File: src/rtl/i8gemv_pkg.sv
// shared types and constants for the int8 matrix-vector requantize block
// no dependencies
package i8gemv_pkg;

  localparam int unsigned QUEUE_DEPTH_DEF = 4;
  localparam int unsigned ACC_W   = 32;
  localparam int unsigned ELEM_W  = 8;
  localparam int unsigned OFS_W   = 9;
  localparam int unsigned OUT_W   = 8;
  localparam int unsigned MULT_W  = 32;
  localparam int unsigned SHIFT_W = 6;
  localparam int unsigned CFG_IDX_W = 3;
  localparam int unsigned RSHIFT_MAX = 30;

  // configuration register indexes
  typedef enum logic [CFG_IDX_W-1:0] {
    REG_VECTOR_OFFSET    = 3'd0,
    REG_MATRIX_OFFSET    = 3'd1,
    REG_OUTPUT_OFFSET    = 3'd2,
    REG_QUANT_MULTIPLIER = 3'd3,
    REG_QUANT_SHIFT      = 3'd4,
    REG_CLAMP_LOW        = 3'd5,
    REG_CLAMP_HIGH       = 3'd6
  } reg_idx_e;

  // settings seen by the multiply-accumulate front
  typedef struct packed {
    logic [OFS_W-1:0] vector_offset;
    logic [OFS_W-1:0] matrix_offset;
  } mac_cfg_t;

  // settings seen by the requantize back end
  typedef struct packed {
    logic [OUT_W-1:0]   output_offset;
    logic [MULT_W-1:0]  quant_multiplier;
    logic [SHIFT_W-1:0] quant_shift;
    logic [OUT_W-1:0]   clamp_low;
    logic [OUT_W-1:0]   clamp_high;
  } rq_cfg_t;

  // queue status toward both sides
  typedef struct packed {
    logic full;
    logic empty;
  } q_stat_t;

endpackage

File: src/rtl/i8gemv_fifo.sv
// short queue of row accumulators between the front and the back end
// depends on i8gemv_pkg
module i8gemv_fifo import i8gemv_pkg::*; #(
  parameter int unsigned Depth = QUEUE_DEPTH_DEF
) (
  input  logic             clk_i,
  input  logic             rst_ni,
  input  logic             push_i,
  input  logic [ACC_W-1:0] push_data_i,
  input  logic             pop_i,
  output logic [ACC_W-1:0] pop_data_o,
  output q_stat_t          stat_o
);

  localparam int unsigned PtrW = (Depth > 1) ? $clog2(Depth) : 1;
  localparam int unsigned CntW = $clog2(Depth + 1);

  logic [ACC_W-1:0] mem_q [Depth];
  logic [PtrW-1:0]  wr_ptr_q, wr_ptr_d;
  logic [PtrW-1:0]  rd_ptr_q, rd_ptr_d;
  logic [CntW-1:0]  count_q, count_d;

  // pointer and fill count update
  always_comb begin
    wr_ptr_d = wr_ptr_q;
    rd_ptr_d = rd_ptr_q;
    count_d  = count_q;
    if (push_i) begin
      wr_ptr_d = (wr_ptr_q == PtrW'(Depth - 1)) ? '0 : wr_ptr_q + 1'b1;
    end
    if (pop_i) begin
      rd_ptr_d = (rd_ptr_q == PtrW'(Depth - 1)) ? '0 : rd_ptr_q + 1'b1;
    end
    case ({push_i, pop_i})
      2'b10:   count_d = count_q + 1'b1;
      2'b01:   count_d = count_q - 1'b1;
      default: count_d = count_q;
    endcase
  end

  always_ff @(posedge clk_i or negedge rst_ni) begin
    if (!rst_ni) begin
      wr_ptr_q <= '0;
      rd_ptr_q <= '0;
      count_q  <= '0;
    end else begin
      wr_ptr_q <= wr_ptr_d;
      rd_ptr_q <= rd_ptr_d;
      count_q  <= count_d;
    end
  end

  // entry storage
  always_ff @(posedge clk_i) begin
    if (push_i) begin
      mem_q[wr_ptr_q] <= push_data_i;
    end
  end

  assign pop_data_o   = mem_q[rd_ptr_q];
  assign stat_o.full  = (count_q == CntW'(Depth));
  assign stat_o.empty = (count_q == '0);

endmodule

File: src/rtl/i8gemv_front.sv
// input side: offsets, multiplies and accumulates one element per transfer
// depends on i8gemv_pkg; feeds finished rows into i8gemv_fifo
module i8gemv_front import i8gemv_pkg::*; (
  input  logic              clk_i,
  input  logic              rst_ni,
  input  mac_cfg_t          cfg_i,
  input  logic              in_valid_i,
  output logic              in_ready_o,
  input  logic [ELEM_W-1:0] vector_element_i,
  input  logic [ELEM_W-1:0] matrix_element_i,
  input  logic [ACC_W-1:0]  row_bias_i,
  input  logic              first_of_row_i,
  input  logic              last_of_row_i,
  input  q_stat_t           q_stat_i,
  output logic              push_o,
  output logic [ACC_W-1:0]  push_data_o
);

  localparam int unsigned OpW   = OFS_W + 1;
  localparam int unsigned ProdW = 2 * OpW;

  logic              accept;
  logic signed [OpW-1:0]   v_op, m_op;
  logic signed [ProdW-1:0] prod;
  logic [ACC_W-1:0]  base;
  logic [ACC_W-1:0]  acc_q, acc_d;

  assign in_ready_o = !q_stat_i.full;
  assign accept     = in_valid_i && in_ready_o;

  // offset operands and product
  assign v_op = {{(OpW - ELEM_W){vector_element_i[ELEM_W-1]}}, vector_element_i}
              + {cfg_i.vector_offset[OFS_W-1], cfg_i.vector_offset};
  assign m_op = {{(OpW - ELEM_W){matrix_element_i[ELEM_W-1]}}, matrix_element_i}
              + {cfg_i.matrix_offset[OFS_W-1], cfg_i.matrix_offset};
  assign prod = v_op * m_op;

  // accumulate, restarting from the bias on the first column
  assign base  = first_of_row_i ? row_bias_i : acc_q;
  assign acc_d = base + {{(ACC_W - ProdW){prod[ProdW-1]}}, prod};

  always_ff @(posedge clk_i or negedge rst_ni) begin
    if (!rst_ni) begin
      acc_q <= '0;
    end else if (accept) begin
      acc_q <= acc_d;
    end
  end

  // last column hands the row total to the queue
  assign push_o      = accept && last_of_row_i;
  assign push_data_o = acc_d;

endmodule

File: src/rtl/i8gemv_back.sv
// requantize pipeline: shift, q31 multiply, rounding shift, offset and clamp
// depends on i8gemv_pkg; drains i8gemv_fifo
module i8gemv_back import i8gemv_pkg::*; (
  input  logic             clk_i,
  input  logic             rst_ni,
  input  rq_cfg_t          cfg_i,
  input  q_stat_t          q_stat_i,
  output logic             pop_o,
  input  logic [ACC_W-1:0] pop_data_i,
  output logic             out_valid_o,
  input  logic             out_ready_i,
  output logic [OUT_W-1:0] result_value_o
);

  localparam int unsigned ProdW = ACC_W + MULT_W;
  localparam int unsigned EW    = $clog2(RSHIFT_MAX + 1);
  localparam logic signed [ProdW-1:0] RoundHalf = ProdW'(64'h4000_0000);

  logic adv;

  // stage valids and payloads
  logic                    s1_vld_q, s2_vld_q, s3_vld_q, s4_vld_q, out_vld_q;
  logic signed [ACC_W-1:0] s1_x_q, s3_y_q, s4_r_q;
  logic signed [ProdW-1:0] s2_prod_q;
  logic [OUT_W-1:0]        out_q;

  logic [SHIFT_W-2:0]      left;
  logic signed [ProdW-1:0] prod, prod_rnd;
  logic [SHIFT_W-1:0]      neg_shift;
  logic [EW-1:0]           e;
  logic [ACC_W-1:0]        mask, rem, thr;
  logic signed [ACC_W-1:0] res, r_d;
  logic signed [ACC_W-1:0] z, lo, hi, z_lo, z_cl;

  // whole pipeline moves unless the output is held
  assign adv   = !out_vld_q || out_ready_i;
  assign pop_o = adv && !q_stat_i.empty;

  // left shift for positive shift settings
  assign left = cfg_i.quant_shift[SHIFT_W-1] ? '0 : cfg_i.quant_shift[SHIFT_W-2:0];

  // q31 product
  assign prod = s1_x_q * $signed(cfg_i.quant_multiplier);

  // add half and keep bits 62..31
  assign prod_rnd = s2_prod_q + RoundHalf;

  // rounding right shift, half away from zero, limited to 30
  assign neg_shift = SHIFT_W'(-$signed(cfg_i.quant_shift));
  assign e    = (neg_shift > SHIFT_W'(RSHIFT_MAX)) ? EW'(RSHIFT_MAX) : neg_shift[EW-1:0];
  assign mask = (ACC_W'(1) << e) - 1'b1;
  assign rem  = s3_y_q & mask;
  assign res  = s3_y_q >>> e;
  assign thr  = (mask >> 1) + ACC_W'(s3_y_q[ACC_W-1]);
  assign r_d  = cfg_i.quant_shift[SHIFT_W-1] ? res + ACC_W'(rem > thr) : s3_y_q;

  // output offset and activation clamp
  assign z    = s4_r_q + {{(ACC_W - OUT_W){cfg_i.output_offset[OUT_W-1]}}, cfg_i.output_offset};
  assign lo   = {{(ACC_W - OUT_W){cfg_i.clamp_low[OUT_W-1]}}, cfg_i.clamp_low};
  assign hi   = {{(ACC_W - OUT_W){cfg_i.clamp_high[OUT_W-1]}}, cfg_i.clamp_high};
  assign z_lo = (z > lo) ? z : lo;
  assign z_cl = (z_lo < hi) ? z_lo : hi;

  // stage valid bits
  always_ff @(posedge clk_i or negedge rst_ni) begin
    if (!rst_ni) begin
      s1_vld_q  <= 1'b0;
      s2_vld_q  <= 1'b0;
      s3_vld_q  <= 1'b0;
      s4_vld_q  <= 1'b0;
      out_vld_q <= 1'b0;
    end else if (adv) begin
      s1_vld_q  <= pop_o;
      s2_vld_q  <= s1_vld_q;
      s3_vld_q  <= s2_vld_q;
      s4_vld_q  <= s3_vld_q;
      out_vld_q <= s4_vld_q;
    end
  end

  // stage payloads
  always_ff @(posedge clk_i) begin
    if (adv) begin
      s1_x_q    <= pop_data_i << left;
      s2_prod_q <= prod;
      s3_y_q    <= prod_rnd[ProdW-2:ProdW-1-ACC_W];
      s4_r_q    <= r_d;
      out_q     <= z_cl[OUT_W-1:0];
    end
  end

  assign out_valid_o    = out_vld_q;
  assign result_value_o = out_q;

endmodule

File: src/rtl/int8_gemv_requantize.sv
// top level of the int8 matrix-vector multiply with requantization
// depends on i8gemv_pkg, i8gemv_front, i8gemv_fifo and i8gemv_back
//
// One column element is taken per transfer, up to one transfer every clock cycle:
// the front offsets both elements, multiplies them and adds the product to the
// 32-bit row accumulator in the cycle of the transfer, with first_of_row loading
// the bias. A transfer marked last_of_row places the row total in a queue of
// QueueDepth entries; the requantize pipeline drains it, one row per cycle while
// the output side does not stall. Input ready drops only while that queue is
// full. Configuration is written through cfg_we_i, cfg_index_i and cfg_wdata_i;
// the user must write it only while no row is in flight, and the block does not
// enforce this. Indexes past the last register are ignored.
module int8_gemv_requantize import i8gemv_pkg::*; #(
  parameter int unsigned QueueDepth = QUEUE_DEPTH_DEF
) (
  input  logic                 clk_i,
  input  logic                 rst_ni,
  input  logic                 cfg_we_i,
  input  logic [CFG_IDX_W-1:0] cfg_index_i,
  input  logic [MULT_W-1:0]    cfg_wdata_i,
  input  logic                 in_valid_i,
  output logic                 in_ready_o,
  input  logic [ELEM_W-1:0]    vector_element_i,
  input  logic [ELEM_W-1:0]    matrix_element_i,
  input  logic [ACC_W-1:0]     row_bias_i,
  input  logic                 first_of_row_i,
  input  logic                 last_of_row_i,
  output logic                 out_valid_o,
  input  logic                 out_ready_i,
  output logic [OUT_W-1:0]     result_value_o
);

  logic [OFS_W-1:0]   vector_offset_q, matrix_offset_q;
  logic [OUT_W-1:0]   output_offset_q, clamp_low_q, clamp_high_q;
  logic [MULT_W-1:0]  quant_multiplier_q;
  logic [SHIFT_W-1:0] quant_shift_q;

  mac_cfg_t         mac_cfg;
  rq_cfg_t          rq_cfg;
  q_stat_t          q_stat;
  logic             push, pop;
  logic [ACC_W-1:0] push_data, pop_data;

  // configuration registers
  always_ff @(posedge clk_i or negedge rst_ni) begin
    if (!rst_ni) begin
      vector_offset_q    <= '0;
      matrix_offset_q    <= '0;
      output_offset_q    <= '0;
      quant_multiplier_q <= MULT_W'(32'h4000_0000);
      quant_shift_q      <= '0;
      clamp_low_q        <= OUT_W'(8'h80);
      clamp_high_q       <= OUT_W'(8'h7F);
    end else if (cfg_we_i) begin
      case (cfg_index_i)
        REG_VECTOR_OFFSET:    vector_offset_q    <= cfg_wdata_i[OFS_W-1:0];
        REG_MATRIX_OFFSET:    matrix_offset_q    <= cfg_wdata_i[OFS_W-1:0];
        REG_OUTPUT_OFFSET:    output_offset_q    <= cfg_wdata_i[OUT_W-1:0];
        REG_QUANT_MULTIPLIER: quant_multiplier_q <= cfg_wdata_i;
        REG_QUANT_SHIFT:      quant_shift_q      <= cfg_wdata_i[SHIFT_W-1:0];
        REG_CLAMP_LOW:        clamp_low_q        <= cfg_wdata_i[OUT_W-1:0];
        REG_CLAMP_HIGH:       clamp_high_q       <= cfg_wdata_i[OUT_W-1:0];
        default: ;
      endcase
    end
  end

  assign mac_cfg.vector_offset    = vector_offset_q;
  assign mac_cfg.matrix_offset    = matrix_offset_q;
  assign rq_cfg.output_offset     = output_offset_q;
  assign rq_cfg.quant_multiplier  = quant_multiplier_q;
  assign rq_cfg.quant_shift       = quant_shift_q;
  assign rq_cfg.clamp_low         = clamp_low_q;
  assign rq_cfg.clamp_high        = clamp_high_q;

  // accumulate side
  i8gemv_front u_front (
    .clk_i            (clk_i),
    .rst_ni           (rst_ni),
    .cfg_i            (mac_cfg),
    .in_valid_i       (in_valid_i),
    .in_ready_o       (in_ready_o),
    .vector_element_i (vector_element_i),
    .matrix_element_i (matrix_element_i),
    .row_bias_i       (row_bias_i),
    .first_of_row_i   (first_of_row_i),
    .last_of_row_i    (last_of_row_i),
    .q_stat_i         (q_stat),
    .push_o           (push),
    .push_data_o      (push_data)
  );

  // row queue
  i8gemv_fifo #(
    .Depth (QueueDepth)
  ) u_fifo (
    .clk_i       (clk_i),
    .rst_ni      (rst_ni),
    .push_i      (push),
    .push_data_i (push_data),
    .pop_i       (pop),
    .pop_data_o  (pop_data),
    .stat_o      (q_stat)
  );

  // requantize side
  i8gemv_back u_back (
    .clk_i          (clk_i),
    .rst_ni         (rst_ni),
    .cfg_i          (rq_cfg),
    .q_stat_i       (q_stat),
    .pop_o          (pop),
    .pop_data_i     (pop_data),
    .out_valid_o    (out_valid_o),
    .out_ready_i    (out_ready_i),
    .result_value_o (result_value_o)
  );

endmodule

File: config.mk
export PLATFORM = sky130hd
export DESIGN_NAME = int8_gemv_requantize
export DESIGN_NICKNAME = d
export VERILOG_FILES = /design/src/rtl/i8gemv_pkg.sv /design/src/rtl/i8gemv_fifo.sv /design/src/rtl/i8gemv_front.sv /design/src/rtl/i8gemv_back.sv /design/src/rtl/int8_gemv_requantize.sv
export SDC_FILE = /design/constraint.sdc
export NUM_CORES = 2
export LEC_CHECK = 0
export ABC_AREA = 1
export BUFFER_PORTS_ARGS = -buffer_cell sky130_fd_sc_hd__buf_4
export CAP_MARGIN = 20
export CORE_MARGIN = 2
export CORE_UTILIZATION = 44
export CTS_CLUSTER_SIZE = 30
export DETAILED_ROUTE_END_ITERATION = 12
export SETUP_SLACK_MARGIN = 0.4
export SYNTH_ARGS = -nofsm -noshare
export SYNTH_HDL_FRONTEND = slang
export SYNTH_HIERARCHICAL = 1
export SYNTH_SLANG_ARGS = --single-unit
File: constraint.sdc
create_clock -name clk_i -period 20.1 [get_ports clk_i]
set_clock_uncertainty 0.2 [all_clocks]
set_input_delay 3.015 -clock clk_i [delete_from_list [all_inputs] [get_ports clk_i]]
set_output_delay 3.015 -clock clk_i [all_outputs]
set_load 0.02 [all_outputs]
==> summary.md <==
| Metric | Value |
|---|---|
| Num CTS Buffers | 45 |
| Most numerous cell in the Yosys netlist | nand2_1 |
| Clock buffer depth | 3 |
| CTS sink count | 389 |
| Syn_area_per_cell | 8.00 um^2 |
| Crit. End Element | flop |
| Routability cong. | 0.947 |
| Largest area contributor in the netlist | fa_1 |
| Synth Instances | 8556 |
| CP max stage delay | 0.80 ns |
| ANT cells | 0 |
| Area growth syn-to-layout | 5.96% |
| Crit Path Max Fanout | 10 |
| Top post-synthesis cells by area | fa_1 (34%), nand2_1 (13%), edfxtp_1 (12%) |
| Routed length per instance | 18.6 um |
| CTS root buf | clkbuf_16 |
| Post-synthesis async set-or-reset flop share | 0.319 |
| Post-synth top cells | nand2_1 (2344), inv_1 (1973), fa_1 (1169), ha_1 (415), nand3_1 (354) |
| CTS tree | yes |
| Largest net degree at the start of global routing | 112 |
| Post-route cell area | 72500 um^2 |
| Hold Fails Final Rpt | 0 |
| Overall routing resource usage | 0.254 |
| Io pins | 100 |
| FP Rows | 144 |
| Setup_tns | 0 ns |
| Yosys reg bits | 389 |
| CTS Hold Bufs | 0 |
| Seq/Total Area, Yosys | 0.162 |
| Initial antenna violation count | 2 |
| Setup crit start kind | primary input |
| Critical path arrival | 11.69 ns |
| Status | finished, final reports clean |
| Crit Path Class | primary input to flop |
| Global-route wire length before repair | 315000 um |
| Die span in y | 398 um |
| Worst EP required | 20.24 ns |
| Clk slew on worst S/H paths | 0.06 ns |
| H-Tree Depth | 2 |
| Synth cell types | 66 |
| Tcrit/Tclk final | 0.575 |
| Main synth FF type | edfxtp_1 |
| Number of flops mapped to enable cells by yosys | 265 |
| Top delay family on crit path | adder cells |
| Post-route ant nets | 0 |
| Via count of the routed design | 54400 |
| Worst-skew pair later-pin latency | 0.64 ns |
| Layout Utilization | 0.470 |
| Slowest CP cell | xnor2_1 |
| Max Cap Viol | 0 |
| NumNets Final | 10100 |
| Most common cell on crit path | nand2_1 |
| Initial Util | 0.444 |
| Worst path bufs/invs | 6 |
| Die width | 398 um |
| Ratio of cells with drive above 1 in the final layout | 0.0566 |
| Drt pass-1 iters | 7 |
| Worst slew pin tran | 1.08 ns |
| Area after DPL | 71000 um^2 |
| Initial DRC Count | 3764 |
| Setup bufs post-CTS | 0 |
| GR Overflow Total | 0 |
| DRC errors left | 0 |
| Final setup fails | 0 |
| Detail Placement HPWL | 153000 um |
| Max Transition Viols Final | 0 |
| Relative slew slack | 0.279 |
| Post_cts resized | 0 |
| Port Buffers | 99 |
| Post-Synthesis Cell Area | 68400 um^2 |
| Max Fclk | 86.6 MHz |
| Fin Hold WS | 0.263 ns |
| Via/cell ratio | 5.15 |
| Top cell type's share of synthesized area | 0.342 |
| Min-Delay Path Class | flop to flop |
| Core region area | 154000 um^2 |
| Mapped Nets | 10200 |
| Total die area | 159000 um^2 |
| Unrepaired setup endpoints after global routing | no |
| Min cycle time layout | 11.55 ns |
| Warnings, synthesis | 6 |
| WL final | 196000 um |
| Vias in the first global route | 56100 |
placed cells by master, fill, tap and decap left out, drive strengths merged, types with 51 or more instances in the layout:
cell type,count
nand3,372
buf,186
inv,2010
fa,1169
o21ai,300
nor2,377
xor2,136
a21oi,226
edfxtp,265
nand4,51
o211ai,90
clkbuf,58
xnor2,66
ha,415
dfrtp,115
nand2,2391
metal layers:
metal | GRT usage | up-vias | routed length, um
met5 | 0 | - | 0
met1 | 0.353 | 27000 | 86300
met4 | 0.0679 | 0 | 5760
met3 | 0.0275 | 303 | 10900
li1 | - | 25500 | -
met2 | 0.421 | 1595 | 92800
layout make-up:
class,count,area (um^2)
inverter,2010,7550
fill,15300,81700
clock inverter,26,297
sequential,389,11100
multi-input combinational,5834,48400
tap,2044,2560
timing repair buffer,187,1450
clock buffer,57,1190
kinds of logic after synthesis:
group / after synthesis / share of synthesized area
flops: 389 / 0.162
xor+xnor: 202 / 0.0268
compound gates: 720 / 0.0599
fa+ha+maj: 1584 / 0.418
simple gates: 3318 / 0.201
buf+inv: 2333 / 0.131
other cells: 2 / 0.000110
mux: 8 / 0.00124
registers in the layout (all words and copies together) (netlist names):
signal,flops
clamp_high_q,8
clamp_low_q,8
matrix_offset_q,9
output_offset_q,8
quant_multiplier_q,32
quant_shift_q,6
u_back/out_valid_o,1
u_back/result_value_o,8
u_back/s1_vld_q,1
u_back/s1_x_q,32
u_back/s2_prod_q,33
u_back/s2_vld_q,1
u_back/s3_vld_q,1
u_back/s3_y_q,32
u_back/s4_r_q,32
u_back/s4_vld_q,1
u_fifo/count_q,3
u_fifo/mem_q,128
u_fifo/rd_ptr_q,2
u_fifo/wr_ptr_q,2
u_front/acc_q,32
vector_offset_q,9
path summary, 6_finish.rpt:
path | from | slack [ns] | depth (start not counted) | to
worst max-delay path | matrix_element_i[2] | 8.55 | 48 | u_fifo/mem_q[3][28]
worst min-delay path | u_back/s2_vld_q | 0.26 | 2 | u_back/s3_vld_q
worst max register to register | vector_offset_q[0] | 10.62 | 46 | u_fifo/mem_q[3][28]
worst min register to register | u_back/s2_vld_q | 0.26 | 2 | u_back/s3_vld_q
max in group asynchronous | rst_ni | 15.97 | 2 | u_back/s4_vld_q
min in group asynchronous | rst_ni | 2.20 | 1 | quant_multiplier_q[11]
per-stage QoR:
step	std cells	worst slack [ns]
final	10500	8.55
after CTS	10500	8.58
after floorplan	8556	9.22
after global routing	10500	7.73
after detailed placement	10500	8.00
after global placement	10500	7.81
worst min-delay path, cell delays in order (launching register included):
cell and delay [ns]:
dfrtp_1 0.35, nand2_1 0.06, nand2_1 0.05
Power is left out: the tool's default activity adds up to more than one toggle a clock period on the data nets, which glitch-free logic cannot reach.
